[src/design/assert_macros.svh]
// ---------------------------------------------------------------------------
// assert_macros.svh
// Assertion macros used by the scheduler top module
// ---------------------------------------------------------------------------
`ifndef ASSERT_MACROS_SVH
`define ASSERT_MACROS_SVH

`ifndef ASSERT_OFF

// antecedent implies consequent in the same cycle
`define ASSERT_IMPLY(lbl, clk, rst, ante, cons) \
   lbl: assert property (@(posedge clk) disable iff (rst) (ante) |-> (cons)) \
      else $error("assertion lbl failed");

// antecedent implies consequent in the next cycle
`define ASSERT_NEXT(lbl, clk, rst, ante, cons) \
   lbl: assert property (@(posedge clk) disable iff (rst) (ante) |=> (cons)) \
      else $error("assertion lbl failed");

`else

`define ASSERT_IMPLY(lbl, clk, rst, ante, cons)
`define ASSERT_NEXT(lbl, clk, rst, ante, cons)

`endif

`endif

[src/design/pps_pkg.sv]
// ---------------------------------------------------------------------------
// pps_pkg
// Types and constants of the preemptive priority scheduler
// ---------------------------------------------------------------------------
package pps_pkg;

   localparam int CLOCK_W = 20;
   localparam int PRIO_W  = 8;
   localparam int TIME_W  = 16;
   localparam int SLOT_W  = 3;
   localparam int COUNT_W = 4;

   localparam logic [CLOCK_W-1:0] CLOCK_MAX        = '1;
   localparam logic [COUNT_W-1:0] TASK_COUNT_RESET = 4'd5;

   localparam logic FUNC_LOAD = 1'b0;
   localparam logic FUNC_TICK = 1'b1;

   // best candidate so far, handed from cell to cell
   typedef struct packed {
      logic              found;
      logic [PRIO_W-1:0] prio;
      logic [TIME_W-1:0] arrival;
      logic [TIME_W-1:0] burst;
      logic              last;    // one unit left before completion
   } tok_type;

   typedef struct packed {
      logic [PRIO_W-1:0] prio;
      logic [TIME_W-1:0] burst;
      logic [TIME_W-1:0] arrival;
   } load_type;

   typedef struct packed {
      logic load;
      logic run;
   } cell_ctl_type;

   typedef enum logic [1:0] {
      ST_IDLE,
      ST_SCAN,
      ST_COMMIT,
      ST_EMIT
   } state_type;

endpackage

[src/design/preemptive_priority_scheduler.sv]
// A load passes through the states COMMIT and EMIT before its result is registered;
// a tick first passes through SCAN while the candidate runs once down the chain of
// MAX_TASKS cells. A new request is taken only in IDLE, after EMIT has issued its result.
// Reset (synchronous, active high) clears remaining times, done marks, clock,
// task_count to 5 and rsp_valid; slot priority, burst, arrival and result data do not reset.
// ---------------------------------------------------------------------------
// preemptive_priority_scheduler
// Tick-driven preemptive priority scheduler over a chain of task cells
// ---------------------------------------------------------------------------
`include "assert_macros.svh"

module preemptive_priority_scheduler import pps_pkg::*; #(
   parameter int MAX_TASKS = 8
) (
   input  logic                clock,
   input  logic                reset,
   input  logic                csr_write,
   input  logic [COUNT_W-1:0]  csr_wdata,
   input  logic                req_valid,
   output logic                req_stall,
   input  logic                req_func,
   input  logic [SLOT_W-1:0]   req_slot,
   input  logic [PRIO_W-1:0]   req_task_priority,
   input  logic [TIME_W-1:0]   req_burst_length,
   input  logic [TIME_W-1:0]   req_arrival_tick,
   output logic                rsp_valid,
   input  logic                rsp_stall,
   output logic                rsp_busy_res,
   output logic [SLOT_W-1:0]   rsp_running_slot,
   output logic                rsp_finished,
   output logic [CLOCK_W-1:0]  rsp_turnaround,
   output logic [CLOCK_W-1:0]  rsp_waiting,
   output logic                rsp_all_done,
   output logic [CLOCK_W-1:0]  rsp_now
);

   localparam int IDX_W = $clog2(MAX_TASKS);

   state_type           state_ff;
   state_type           state_in;
   logic [IDX_W-1:0]    scan_cnt_ff;
   logic [COUNT_W-1:0]  task_count_ff;
   logic [CLOCK_W-1:0]  clock_ff;
   logic [CLOCK_W-1:0]  clock_inc;

   logic                func_ff;
   logic [SLOT_W-1:0]   slot_ff;
   load_type            load_ff;
   load_type            load_in;

   logic                res_busy_ff;
   logic [SLOT_W-1:0]   res_slot_ff;
   logic                res_fin_ff;
   logic [CLOCK_W-1:0]  res_t_ff;
   logic [TIME_W-1:0]   res_burst_ff;
   logic [CLOCK_W-1:0]  wait_val;

   logic                rsp_valid_ff;
   logic                busy_out_ff;
   logic [SLOT_W-1:0]   slot_out_ff;
   logic                fin_out_ff;
   logic [CLOCK_W-1:0]  tat_out_ff;
   logic [CLOCK_W-1:0]  wait_out_ff;
   logic                all_done_out_ff;
   logic [CLOCK_W-1:0]  now_out_ff;

   logic                accept;
   logic                scan_last;
   logic                commit_go;
   logic                emit_go;
   logic                out_free;
   logic                slot_ok;
   logic                all_done;
   logic                run_go;

   tok_type             tok_chain [0:MAX_TASKS];
   logic [IDX_W-1:0]    idx_chain [0:MAX_TASKS];
   cell_ctl_type        ctl       [0:MAX_TASKS-1];
   logic [MAX_TASKS-1:0] in_use;
   logic [MAX_TASKS-1:0] done_vec;
   tok_type             win;
   logic [IDX_W-1:0]    win_idx;

   // ---------------- control ----------------

   assign out_free  = !rsp_valid_ff || !rsp_stall;
   assign accept    = req_valid && !req_stall;
   assign scan_last = (scan_cnt_ff == IDX_W'(MAX_TASKS - 1));

   always_comb begin
      state_in = state_ff;
      case (state_ff)
         ST_IDLE: begin
            if (req_valid) begin
               state_in = (req_func == FUNC_TICK) ? ST_SCAN : ST_COMMIT;
            end
         end
         ST_SCAN: begin
            if (scan_last) begin
               state_in = ST_COMMIT;
            end
         end
         ST_COMMIT: begin
            state_in = ST_EMIT;
         end
         ST_EMIT: begin
            if (out_free) begin
               state_in = ST_IDLE;
            end
         end
         default: begin
            state_in = ST_IDLE;
         end
      endcase
   end

   always_comb begin
      req_stall = 1'b1;
      commit_go = 1'b0;
      emit_go   = 1'b0;
      case (state_ff)
         ST_IDLE:   req_stall = 1'b0;
         ST_SCAN:   req_stall = 1'b1;
         ST_COMMIT: commit_go = 1'b1;
         ST_EMIT:   emit_go   = out_free;
         default:   req_stall = 1'b1;
      endcase
   end

   always_ff @(posedge clock) begin
      if (reset) begin
         state_ff      <= ST_IDLE;
         scan_cnt_ff   <= '0;
         task_count_ff <= TASK_COUNT_RESET;
      end else begin
         state_ff <= state_in;
         if (state_ff == ST_SCAN) begin
            scan_cnt_ff <= scan_cnt_ff + IDX_W'(1);
         end else begin
            scan_cnt_ff <= '0;
         end
         if (csr_write) begin
            task_count_ff <= csr_wdata;
         end
      end
   end

   // ---------------- item capture ----------------

   always_comb begin
      load_in.prio    = req_task_priority;
      load_in.burst   = (req_burst_length == '0) ? TIME_W'(1) : req_burst_length;
      load_in.arrival = req_arrival_tick;
   end

   always_ff @(posedge clock) begin
      if (accept) begin
         func_ff <= req_func;
         slot_ff <= req_slot;
         load_ff <= load_in;
      end
   end

   assign slot_ok = (int'(slot_ff) < MAX_TASKS);

   // ---------------- cell chain ----------------

   assign tok_chain[0] = '0;
   assign idx_chain[0] = '0;
   assign win          = tok_chain[MAX_TASKS];
   assign win_idx      = idx_chain[MAX_TASKS];
   assign all_done     = &(done_vec | ~in_use);
   assign run_go       = commit_go && (func_ff == FUNC_TICK) && !all_done && win.found;

   for (genvar i = 0; i < MAX_TASKS; i++) begin : g_cell
      // a task count of zero still uses the first slot
      assign in_use[i]   = (i == 0) || (int'(task_count_ff) > i);
      assign ctl[i].load = commit_go && (func_ff == FUNC_LOAD) && (int'(slot_ff) == i);
      assign ctl[i].run  = run_go && (int'(win_idx) == i);

      pps_cell #(
         .INDEX (i),
         .IDX_W (IDX_W)
      ) u_cell (
         .clock     (clock),
         .reset     (reset),
         .ctl       (ctl[i]),
         .load_data (load_ff),
         .in_use    (in_use[i]),
         .clock_now (clock_ff),
         .tok_in    (tok_chain[i]),
         .idx_in    (idx_chain[i]),
         .tok_out   (tok_chain[i+1]),
         .idx_out   (idx_chain[i+1]),
         .done_out  (done_vec[i])
      );
   end

   // ---------------- commit ----------------

   assign clock_inc = (clock_ff == CLOCK_MAX) ? clock_ff : clock_ff + CLOCK_W'(1);

   always_ff @(posedge clock) begin
      if (reset) begin
         clock_ff <= '0;
      end else if (commit_go) begin
         if (func_ff == FUNC_LOAD) begin
            if (slot_ok) begin
               clock_ff <= '0;
            end
         end else if (!all_done) begin
            clock_ff <= clock_inc;
         end
      end
   end

   always_ff @(posedge clock) begin
      if (commit_go) begin
         res_busy_ff  <= run_go;
         res_fin_ff   <= run_go && win.last;
         res_slot_ff  <= SLOT_W'(win_idx);
         res_t_ff     <= clock_inc - {{(CLOCK_W-TIME_W){1'b0}}, win.arrival};
         res_burst_ff <= win.burst;
      end
   end

   // ---------------- result register ----------------

   // waiting floors at zero after a reload mid-run
   assign wait_val = (res_t_ff > {{(CLOCK_W-TIME_W){1'b0}}, res_burst_ff}) ?
                     res_t_ff - {{(CLOCK_W-TIME_W){1'b0}}, res_burst_ff} : '0;

   always_ff @(posedge clock) begin
      if (reset) begin
         rsp_valid_ff <= 1'b0;
      end else if (emit_go) begin
         rsp_valid_ff <= 1'b1;
      end else if (!rsp_stall) begin
         rsp_valid_ff <= 1'b0;
      end
   end

   always_ff @(posedge clock) begin
      if (emit_go) begin
         busy_out_ff     <= res_busy_ff;
         slot_out_ff     <= res_busy_ff ? res_slot_ff : '0;
         fin_out_ff      <= res_fin_ff;
         tat_out_ff      <= res_fin_ff ? res_t_ff : '0;
         wait_out_ff     <= res_fin_ff ? wait_val : '0;
         all_done_out_ff <= all_done;
         now_out_ff      <= clock_ff;
      end
   end

   assign rsp_valid        = rsp_valid_ff;
   assign rsp_busy_res     = busy_out_ff;
   assign rsp_running_slot = slot_out_ff;
   assign rsp_finished     = fin_out_ff;
   assign rsp_turnaround   = tat_out_ff;
   assign rsp_waiting      = wait_out_ff;
   assign rsp_all_done     = all_done_out_ff;
   assign rsp_now          = now_out_ff;

   // ---------------- assertions ----------------

   `ASSERT_NEXT(a_accept_stalls, clock, reset, accept, req_stall)
   `ASSERT_IMPLY(a_fin_busy, clock, reset, rsp_valid && rsp_finished, rsp_busy_res)
   `ASSERT_IMPLY(a_idle_slot, clock, reset, rsp_valid && !rsp_busy_res, (rsp_running_slot == '0) && (rsp_turnaround == '0))
   `ASSERT_IMPLY(a_wait_le_tat, clock, reset, rsp_valid, rsp_waiting <= rsp_turnaround)

endmodule

[src/design/pps_cell.sv]
// ---------------------------------------------------------------------------
// pps_cell
// One task slot: holds the slot state and forwards the better candidate
// ---------------------------------------------------------------------------
module pps_cell import pps_pkg::*; #(
   parameter int INDEX = 0,
   parameter int IDX_W = 3
) (
   input  logic                clock,
   input  logic                reset,
   input  cell_ctl_type        ctl,
   input  load_type            load_data,
   input  logic                in_use,
   input  logic [CLOCK_W-1:0]  clock_now,
   input  tok_type             tok_in,
   input  logic [IDX_W-1:0]    idx_in,
   output tok_type             tok_out,
   output logic [IDX_W-1:0]    idx_out,
   output logic                done_out
);

   logic [PRIO_W-1:0] prio_ff;
   logic [TIME_W-1:0] burst_ff;
   logic [TIME_W-1:0] arrival_ff;
   logic [TIME_W-1:0] remaining_ff;
   logic              done_ff;
   tok_type           tok_ff;
   tok_type           tok_in_c;
   logic [IDX_W-1:0]  idx_ff;
   logic [IDX_W-1:0]  idx_in_c;
   logic              eligible;
   logic              better;

   always_comb begin
      eligible = in_use && !done_ff && (remaining_ff != '0) &&
                 ({{(CLOCK_W-TIME_W){1'b0}}, arrival_ff} <= clock_now);
      better = eligible && (!tok_in.found || (prio_ff > tok_in.prio) ||
               ((prio_ff == tok_in.prio) && (arrival_ff < tok_in.arrival)));
      if (better) begin
         tok_in_c.found   = 1'b1;
         tok_in_c.prio    = prio_ff;
         tok_in_c.arrival = arrival_ff;
         tok_in_c.burst   = burst_ff;
         tok_in_c.last    = (remaining_ff == TIME_W'(1));
         idx_in_c         = IDX_W'(INDEX);
      end else begin
         tok_in_c = tok_in;
         idx_in_c = idx_in;
      end
   end

   always_ff @(posedge clock) begin
      tok_ff <= tok_in_c;
      idx_ff <= idx_in_c;
      if (ctl.load) begin
         prio_ff    <= load_data.prio;
         burst_ff   <= load_data.burst;
         arrival_ff <= load_data.arrival;
      end
   end

   always_ff @(posedge clock) begin
      if (reset) begin
         remaining_ff <= '0;
         done_ff      <= 1'b0;
      end else if (ctl.load) begin
         remaining_ff <= load_data.burst;
         done_ff      <= 1'b0;
      end else if (ctl.run) begin
         remaining_ff <= remaining_ff - TIME_W'(1);
         if (remaining_ff == TIME_W'(1)) begin
            done_ff <= 1'b1;
         end
      end
   end

   assign tok_out  = tok_ff;
   assign idx_out  = idx_ff;
   assign done_out = done_ff;

endmodule
[config.mk]
export PLATFORM = sky130hd
export DESIGN_NAME = preemptive_priority_scheduler
export DESIGN_NICKNAME = d
export VERILOG_FILES = /design/src/design/pps_pkg.sv /design/src/design/preemptive_priority_scheduler.sv /design/src/design/pps_cell.sv
export VERILOG_INCLUDE_DIRS = /design/src /design/src/design
export SDC_FILE = /design/constraint.sdc
export NUM_CORES = 2
export LEC_CHECK = 0
export ABC_AREA = 1
export BUFFER_PORTS_ARGS = -buffer_cell sky130_fd_sc_hd__clkbuf_2
export CELL_PAD_IN_SITES_DETAIL_PLACEMENT = 1
export CELL_PAD_IN_SITES_GLOBAL_PLACEMENT = 2
export CORE_MARGIN = 4
export CORE_UTILIZATION = 42
export DETAILED_ROUTE_END_ITERATION = 6
export PLACE_DENSITY = 0.83
export SLEW_MARGIN = 20
export SYNTH_ARGS = -nofsm -noshare
export SYNTH_HDL_FRONTEND = slang
export SYNTH_SLANG_ARGS = --single-unit
[constraint.sdc]
create_clock -name clock -period 12.7 [get_ports clock]
set_input_delay 1.905 -clock clock [delete_from_list [all_inputs] [get_ports clock]]
set_output_delay 1.905 -clock clock [all_outputs]
set_load 0.02 [all_outputs]
Word-level counts from Yosys, hierarchy flattened
Cells that the tools add are included.
{"block": "totals", "elab_cells": 364, "out_inout_bits": 68, "register_bits": 982, "inputBits": 53}
{"block": "classes", "muxes": 38, "eq_ne": 39, "magnitude_cmp": 30, "bitwise_logic": 4, "n_addsub": 12, "reduce_logical": 133}
{"operator": "16-bit 2-to-1 mux", "count": 16}
{"operator": "41-bit 2-to-1 mux", "count": 6}
{"operator": "16-bit by 20-bit less-or-equal comparator with 1-bit output", "count": 8}
{"operator": "16-bit by 1-bit == test with 1-bit output (second input constant)", "count": 8}
{"operator": "16-bit nonzero test", "count": 8}
{"operator": "16-bit by 1-bit subtractor with 16-bit output (second input constant)", "count": 8}
{"operator": "16-bit < comparator", "count": 7}
{"operator": "20-bit 2-to-1 mux", "count": 3}
{"operator": "1-bit logical AND", "count": 59}
{"operator": "8-bit == test", "count": 7}
{"operator": "8-bit greater-than comparator", "count": 7}
{"operator": "42-bit 2-to-1 mux", "count": 1}
{"operator": "20-bit by 16-bit subtractor with 20-bit output", "count": 2}
{"operator": "33-bit 2-to-1 mux", "count": 1}
{"operator": "3-bit == test (second input constant)", "count": 9}
{"operator": "20-bit by 1-bit adder with 20-bit output (second input constant)", "count": 1}
{"operator": "20-bit == test (second input constant)", "count": 1}
{"operator": "20-bit by 16-bit greater-than comparator with 1-bit output", "count": 1}
{"operator": "2-bit AND reduction", "count": 10}
{"operator": "1-bit zero test", "count": 18}
{"operator": "2-bit OR reduction", "count": 9}
{"operator": "4-bit by 3-bit greater-than comparator with 1-bit output (second input constant)", "count": 4}
{"operator": "16-bit zero test", "count": 1}
{"operator": "2-bit nonzero test", "count": 8}
{"operator": "20 further kinds", "count": 53}

Logic depth before layout (Yosys ltp)
{"block": "depth", "ltp_word": 10, "depth_mapped": 22, "mapped_depth_nobuf": 21}

Cells and area by module
From an unflattened synthesis, not the netlist that was laid out.
{"block": "hier_totals", "hier_cells": 5540, "area_unflattened_um2": 48066.1}
{"mod": "pps_cell at g_cell[1].u_cell ...", "n_inst": 3, "area_each_um2": 4862.2, "cells_each": 572, "seq_area_each_um2": 2442.3}
{"mod": "pps_cell at g_cell[3].u_cell ...", "n_inst": 3, "area_each_um2": 4838.4, "cells_each": 566, "seq_area_each_um2": 2442.3}
{"mod": "preemptive_priority_scheduler", "n_inst": 1, "area_each_um2": 9237.6, "cells_each": 987, "seq_area_each_um2": 5134.9}
{"mod": "pps_cell at g_cell[0].u_cell", "n_inst": 1, "area_each_um2": 4872.2, "cells_each": 572, "seq_area_each_um2": 2442.3}
{"mod": "pps_cell at g_cell[7].u_cell", "n_inst": 1, "area_each_um2": 4854.7, "cells_each": 567, "seq_area_each_um2": 2442.3}

Least setup slack after synthesis
No wires, ideal clock.
{"block": "synth_path", "path_type": "input port to flip-flop", "startpoint": "input rsp_stall", "endpoint": "register all_done_out_ff (netlist: rsp_all_done) (enable)", "arrival_ns": 4.804, "setup_slack_ns": 7.404, "setup_ns": 0.492, "cell_stages": 3, "required_ns": 12.208, "n_path_buf": 0, "path_cell_list": "nand2_1 > inv_1 > nor2_1"}
{"block": "synth_between", "elab_chain_len": 3}
{"item": "from (decl)", "line": "preemptive_priority_scheduler.sv:27", "text": "input logic rsp_stall,"}
{"item": "1-bit zero test"}
{"item": "1-bit logical OR", "line": "preemptive_priority_scheduler.sv:86", "text": "assign out_free = !rsp_valid_ff || !rsp_stall;"}
{"item": "1-bit 2-to-1 mux", "line": "preemptive_priority_scheduler.sv:121", "text": "case (state_ff)"}
{"item": "via emit_go", "line": "preemptive_priority_scheduler.sv:70", "text": "logic emit_go;"}
{"item": "to (signal assigned)", "line": "preemptive_priority_scheduler.sv:250", "text": "all_done_out_ff <= all_done;"}
{"item": "to (decl)", "line": "preemptive_priority_scheduler.sv:64", "text": "logic all_done_out_ff;"}
The timed path passes the listed nets, and every way through them passes these cells.
A chain may end at the register's enable or synchronous reset.

Worst setup path after layout
{"block": "layout_path", "startpoint": "register clock_ff[1]", "endpoint": "register res_t_ff[10] (data pin)"}
{"block": "layout_between", "elab_chain_len": 3, "elab_cells_between_ends": 4, "cone_classes": "add/sub: 2; eq/ne: 1; mux: 1"}
{"item": "from (decl)", "line": "preemptive_priority_scheduler.sv:43", "text": "logic [CLOCK_W-1:0] clock_ff;"}
{"item": "from (signal assigned)", "line": "preemptive_priority_scheduler.sv:212", "text": "clock_ff <= clock_inc;"}
{"item": "20-bit by 1-bit adder with 20-bit output or 20-bit == test (tied branches)", "line": "preemptive_priority_scheduler.sv:201", "text": "assign clock_inc = (clock_ff == CLOCK_MAX) ? clock_ff : clock_ff + CLOCK_W'(1);"}
{"item": "20-bit 2-to-1 mux (*)", "line": "preemptive_priority_scheduler.sv:201"}
{"item": "20-bit by 16-bit subtractor with 20-bit output (*)", "line": "preemptive_priority_scheduler.sv:222", "text": "res_t_ff <= clock_inc - {{(CLOCK_W-TIME_W){1'b0}}, win.arrival};"}
{"item": "to (signal assigned)", "line": "preemptive_priority_scheduler.sv:222"}
{"item": "to (decl)", "line": "preemptive_priority_scheduler.sv:54", "text": "logic [CLOCK_W-1:0] res_t_ff;"}
Every way passes the cells marked *; elsewhere a longest branch is shown, timed or not.

==> run metrics <==
total routed wirelength between 100 and 150 mm; launch point of the worst reg-to-reg path clock_ff[1]$_SDFFE_PP0P_; cell types occupying the most area after synthesis sky130_fd_sc_hd__edfxtp_1 (30%), sky130_fd_sc_hd__dfxtp_1 (22%), sky130_fd_sc_hd__nand2_1 (12%); post-route ant nets 0; crit start category register; starting density of the core 42.3%; Global Route Usage Sum 25.3%; mean area per synthesized cell 8.67 um^2; met3 usage in global routing 2.85%; global-route wire length before repair 228 mm; core area 111000 um^2; leftover overflow at the end of global routing 0; drt first pass iters 5; type of the tightest min-delay check register to register; layout overhead on the synthesized area 13.3%; flop and latch count out of synthesis around 1000; crit-path cells ha_1 -> inv_1 -> nor2_2 -> nand2_1 -> nor2_1 -> nand2_1 -> xor2_1 -> inv_1 -> ha_1 -> inv_1 -> fa_1 -> nand3_1 -> nand2_1 -> nand2_1 -> nand2_1 -> a21boi_0 -> o21ai_0 -> xor2_1; Layout Nets around 5900; CP max-delay cell sky130_fd_sc_hd__nand2_1; final slew viol count 0; Top FF cell, synth sky130_fd_sc_hd__dfxtp_1; maximum number of buffers from clock root to sink 3; Worst Setup Slack, final 8450 ps; met1 Track Usage GR between 30% and 40%; Detail Placement HPWL 103 mm; Clk Tree Root Cell sky130_fd_sc_hd__clkbuf_16; number of rows in the core area 122; register area 24400 um^2; number of I/O pins 121; number of synthesis warnings 0; end point of the critical path res_t_ff[10]$_DFFE_PP_; Final Critical Period between 4000 and 5000 ps; Skew-Pair Late Insertion Delay 730 ps; CTS tree yes; setup tns final 0 ps; reg-to-reg setup timing slack about 8500 ps; Tightest Pin Transition 1130 ps; top post-synthesis cells by count sky130_fd_sc_hd__nand2_1 (1543), sky130_fd_sc_hd__inv_1 (589), sky130_fd_sc_hd__nand3_1 (512); Worst Path Class, Setup register to register; Synth Net Count roughly 5800; setup violators final 0; largest incremental delay on the critical path 490 ps; largest area contributor in the synthesized netlist sky130_fd_sc_hd__edfxtp_1; average wire per standard cell 20.9 um; Final Cycle Share 33.5%; CP Buf/Inv Count 3; async set-reset flop share out of synthesis 0%; fraction of layout cells with a size suffix above 1 under 10%; port buffer count 120; Pleak approximately 23 nW; crit path launch clock_ff[1]$_SDFFE_PP0P_; worst setup slack before clock tree synthesis 7790 ps; WP data required 13110 ps; most common cell in the synthesized netlist sky130_fd_sc_hd__nand2_1; number of max-cap violations 0; Top Family by Delay on Critical Path simple AND/OR/NAND/NOR gates; Synth Instances 5391; worst ir drop on vdd 0.133 mV; kind of end point of the critical path register; cell count of the worst reg-to-reg path 18; total number of clock tree sinks 982; number of antenna violations at the first check in global routing 5; area used by multi-input combinational logic approximately 19000 um^2; worst r2r dst res_t_ff[10]$_DFFE_PP_; H-tree Lvls 3; TritonCTS Buffers approximately 110; unrepaired setup endpoints after global routing no; origin of the worst min-delay path g_cell[7].u_cell.tok_out[6]$_DFF_P_; Filler cells 13000; Final Wtd Congestion 0.828; final hold vios 0; met2 Track Usage GR 44.5%; stages on the worst setup path 18; Vias per Instance 5.20; Achievable Freq roughly 240 MHz; share of the synthesized area in the top cell type 30.3%; die boundary width around 340 um; mapped cell area between 40000 and 50000 um^2; vias in the first global route 38200; maximum number of pins on one net before global-route repair 71; most repeated library cell on the critical path sky130_fd_sc_hd__nand2_1; Total Die Area roughly 120000 um^2; part of the Yosys area used for sequential elements 52.1%; Worst Skew 63.4 ps; relative slew slack 24.6%; # DRC 0; post-CTS resize count 0; clock slew at the register clock pins of the worst setup and hold paths roughly 60 ps; highest-utilization routing layer at the global route stage met2; Arrival @ worst endpoint 4660 ps; number of DRC markers in iteration 0 approximately 2100; Cell Pwr Density between 150 and 200 nW/um^2; run status finished clean; Vert. Die Dim 342 um; vias after detailed routing 36900; Distinct cells, synth 48; CTS Hold Buffers Added 0; maximum net fanout on the critical path 22; count of flip-flops with a built-in enable after synthesis 471; Post-CTS Setup Repair Bufs 0
state kept, by name, summed over array words and instances, names as in the netlist, 40 cells and up:
| signal | count |
|---|---|
| g_cell.u_cell.arrival_ff | 128 |
| load_ff | 40 |
| g_cell.u_cell.burst_ff | 128 |
| g_cell.u_cell.tok_out | 328 |
| g_cell.u_cell.prio_ff | 64 |
| g_cell.u_cell.remaining_ff | 128 |
routing by layer:
metal / routed length [um] / up-vias
met2: 72700 / 594
met4: 3420 / 2
met3: 5310 / 171
li1: - / 17900
met1: 67000 / 18300
met5: 13 / -
stage by stage:
stage	hold WS (ps)	total power [mW]	utilization, %	instances	area, um^2
2_1_floorplan	386	6.03	-	5391	46700
3_3_place_gp	391	6.95	44.2	6881	48800
3_5_place_dp	390	7.03	44.2	6881	48900
4_1_cts	388	10.6	47.9	7093	52900
5_1_grt	393	11.1	47.9	7093	53000
6_report	387	10.5	47.9	7095	53000
logic make-up after synthesis:
logic type      after synthesis  share of synthesized area, %
compound gates              548                          6.33
xor+xnor                    107                          2.00
fa+ha+maj                   347                          9.32
buf+inv                     778                          6.70
flops                       982                          52.1
simple gates               2629                          23.5
how the worst min path moves through the flow:
stage,endpoint,depth (start not counted)
global placement,g_cell[5].u_cell.idx_out[2]$_SDFF_PP1_,2
global route,res_burst_ff[5]$_DFFE_PP_,0
CTS,res_burst_ff[5]$_DFFE_PP_,0
floorplan,res_burst_ff[0]$_DFFE_PP_,0
finish,res_burst_ff[5]$_DFFE_PP_,0
detailed placement,res_burst_ff[11]$_DFFE_PP_,0
layout by cell type, fill, tap and decap left out, types with 5 or more instances in the layout:
cell type	synthesis	layout
sky130_fd_sc_hd__nand2_4	3	6
sky130_fd_sc_hd__a21oi_1	313	312
sky130_fd_sc_hd__clkinv_1	2	7
sky130_fd_sc_hd__and2_1	7	7
sky130_fd_sc_hd__ha_1	345	344
sky130_fd_sc_hd__nor3_1	39	39
sky130_fd_sc_hd__clkinv_2	0	20
sky130_fd_sc_hd__nor4_1	8	8
sky130_fd_sc_hd__inv_1	589	583
sky130_fd_sc_hd__nand3b_1	7	7
sky130_fd_sc_hd__clkbuf_2	0	119
sky130_fd_sc_hd__nand4_4	8	8
sky130_fd_sc_hd__edfxtp_1	471	471
sky130_fd_sc_hd__o21ai_0	154	154
sky130_fd_sc_hd__clkbuf_8	0	12
sky130_fd_sc_hd__nand2_2	13	19
sky130_fd_sc_hd__buf_4	13	62
sky130_fd_sc_hd__inv_2	8	16
sky130_fd_sc_hd__nand3_1	512	512
sky130_fd_sc_hd__clkbuf_1	89	13
sky130_fd_sc_hd__nand2_1	1543	1534
sky130_fd_sc_hd__o21bai_1	31	31
sky130_fd_sc_hd__nor2_1	426	425
sky130_fd_sc_hd__xnor2_1	31	31
sky130_fd_sc_hd__o21a_1	19	19
sky130_fd_sc_hd__clkbuf_16	0	113
sky130_fd_sc_hd__a21oi_4	2	7
sky130_fd_sc_hd__xor2_1	76	76
sky130_fd_sc_hd__clkinvlp_4	0	10
sky130_fd_sc_hd__bufinv_16	0	19
sky130_fd_sc_hd__or2_2	10	10
sky130_fd_sc_hd__nand4_1	40	40
sky130_fd_sc_hd__a21boi_0	5	5
sky130_fd_sc_hd__clkinv_4	0	10
sky130_fd_sc_hd__dfxtp_1	511	511
cell type report:
class / count / area share (%)
Clock buffer: 138 / 5.74
Tap cell: 1488 / 3.52
Clock inverter: 74 / 1.95
Timing Repair Buffer: 181 / 2.00
Sequential cell: 982 / 46.0
Inverter: 599 / 4.25
Multi-Input combinational cell: 3631 / 36.5
Antenna cell: 2 / 0.00945
worst register-to-register path, stage by stage (launching register included):
cell and delay (ps):
sky130_fd_sc_hd__dfxtp_1 430, sky130_fd_sc_hd__ha_1 350, sky130_fd_sc_hd__inv_1 110, sky130_fd_sc_hd__nor2_2 170, sky130_fd_sc_hd__nand2_1 120, sky130_fd_sc_hd__nor2_1 170, sky130_fd_sc_hd__nand2_1 490, sky130_fd_sc_hd__xor2_1 330
sky130_fd_sc_hd__inv_1 100, sky130_fd_sc_hd__ha_1 160, sky130_fd_sc_hd__inv_1 80, sky130_fd_sc_hd__fa_1 410, sky130_fd_sc_hd__nand3_1 100, sky130_fd_sc_hd__nand2_1 80, sky130_fd_sc_hd__nand2_1 70, sky130_fd_sc_hd__nand2_1 100
sky130_fd_sc_hd__a21boi_0 360, sky130_fd_sc_hd__o21ai_0 160, sky130_fd_sc_hd__xor2_1 160
where the power goes:
group          switching [mW]  leakage, nW  internal (mW)
Sequential              0.353         8.45           3.95
Clock                    1.42         1.97           2.11
Combinational            1.82         12.7          0.842
Total                    3.59         23.1           6.90
No activity file was read; power rests on OpenSTA's default activity.
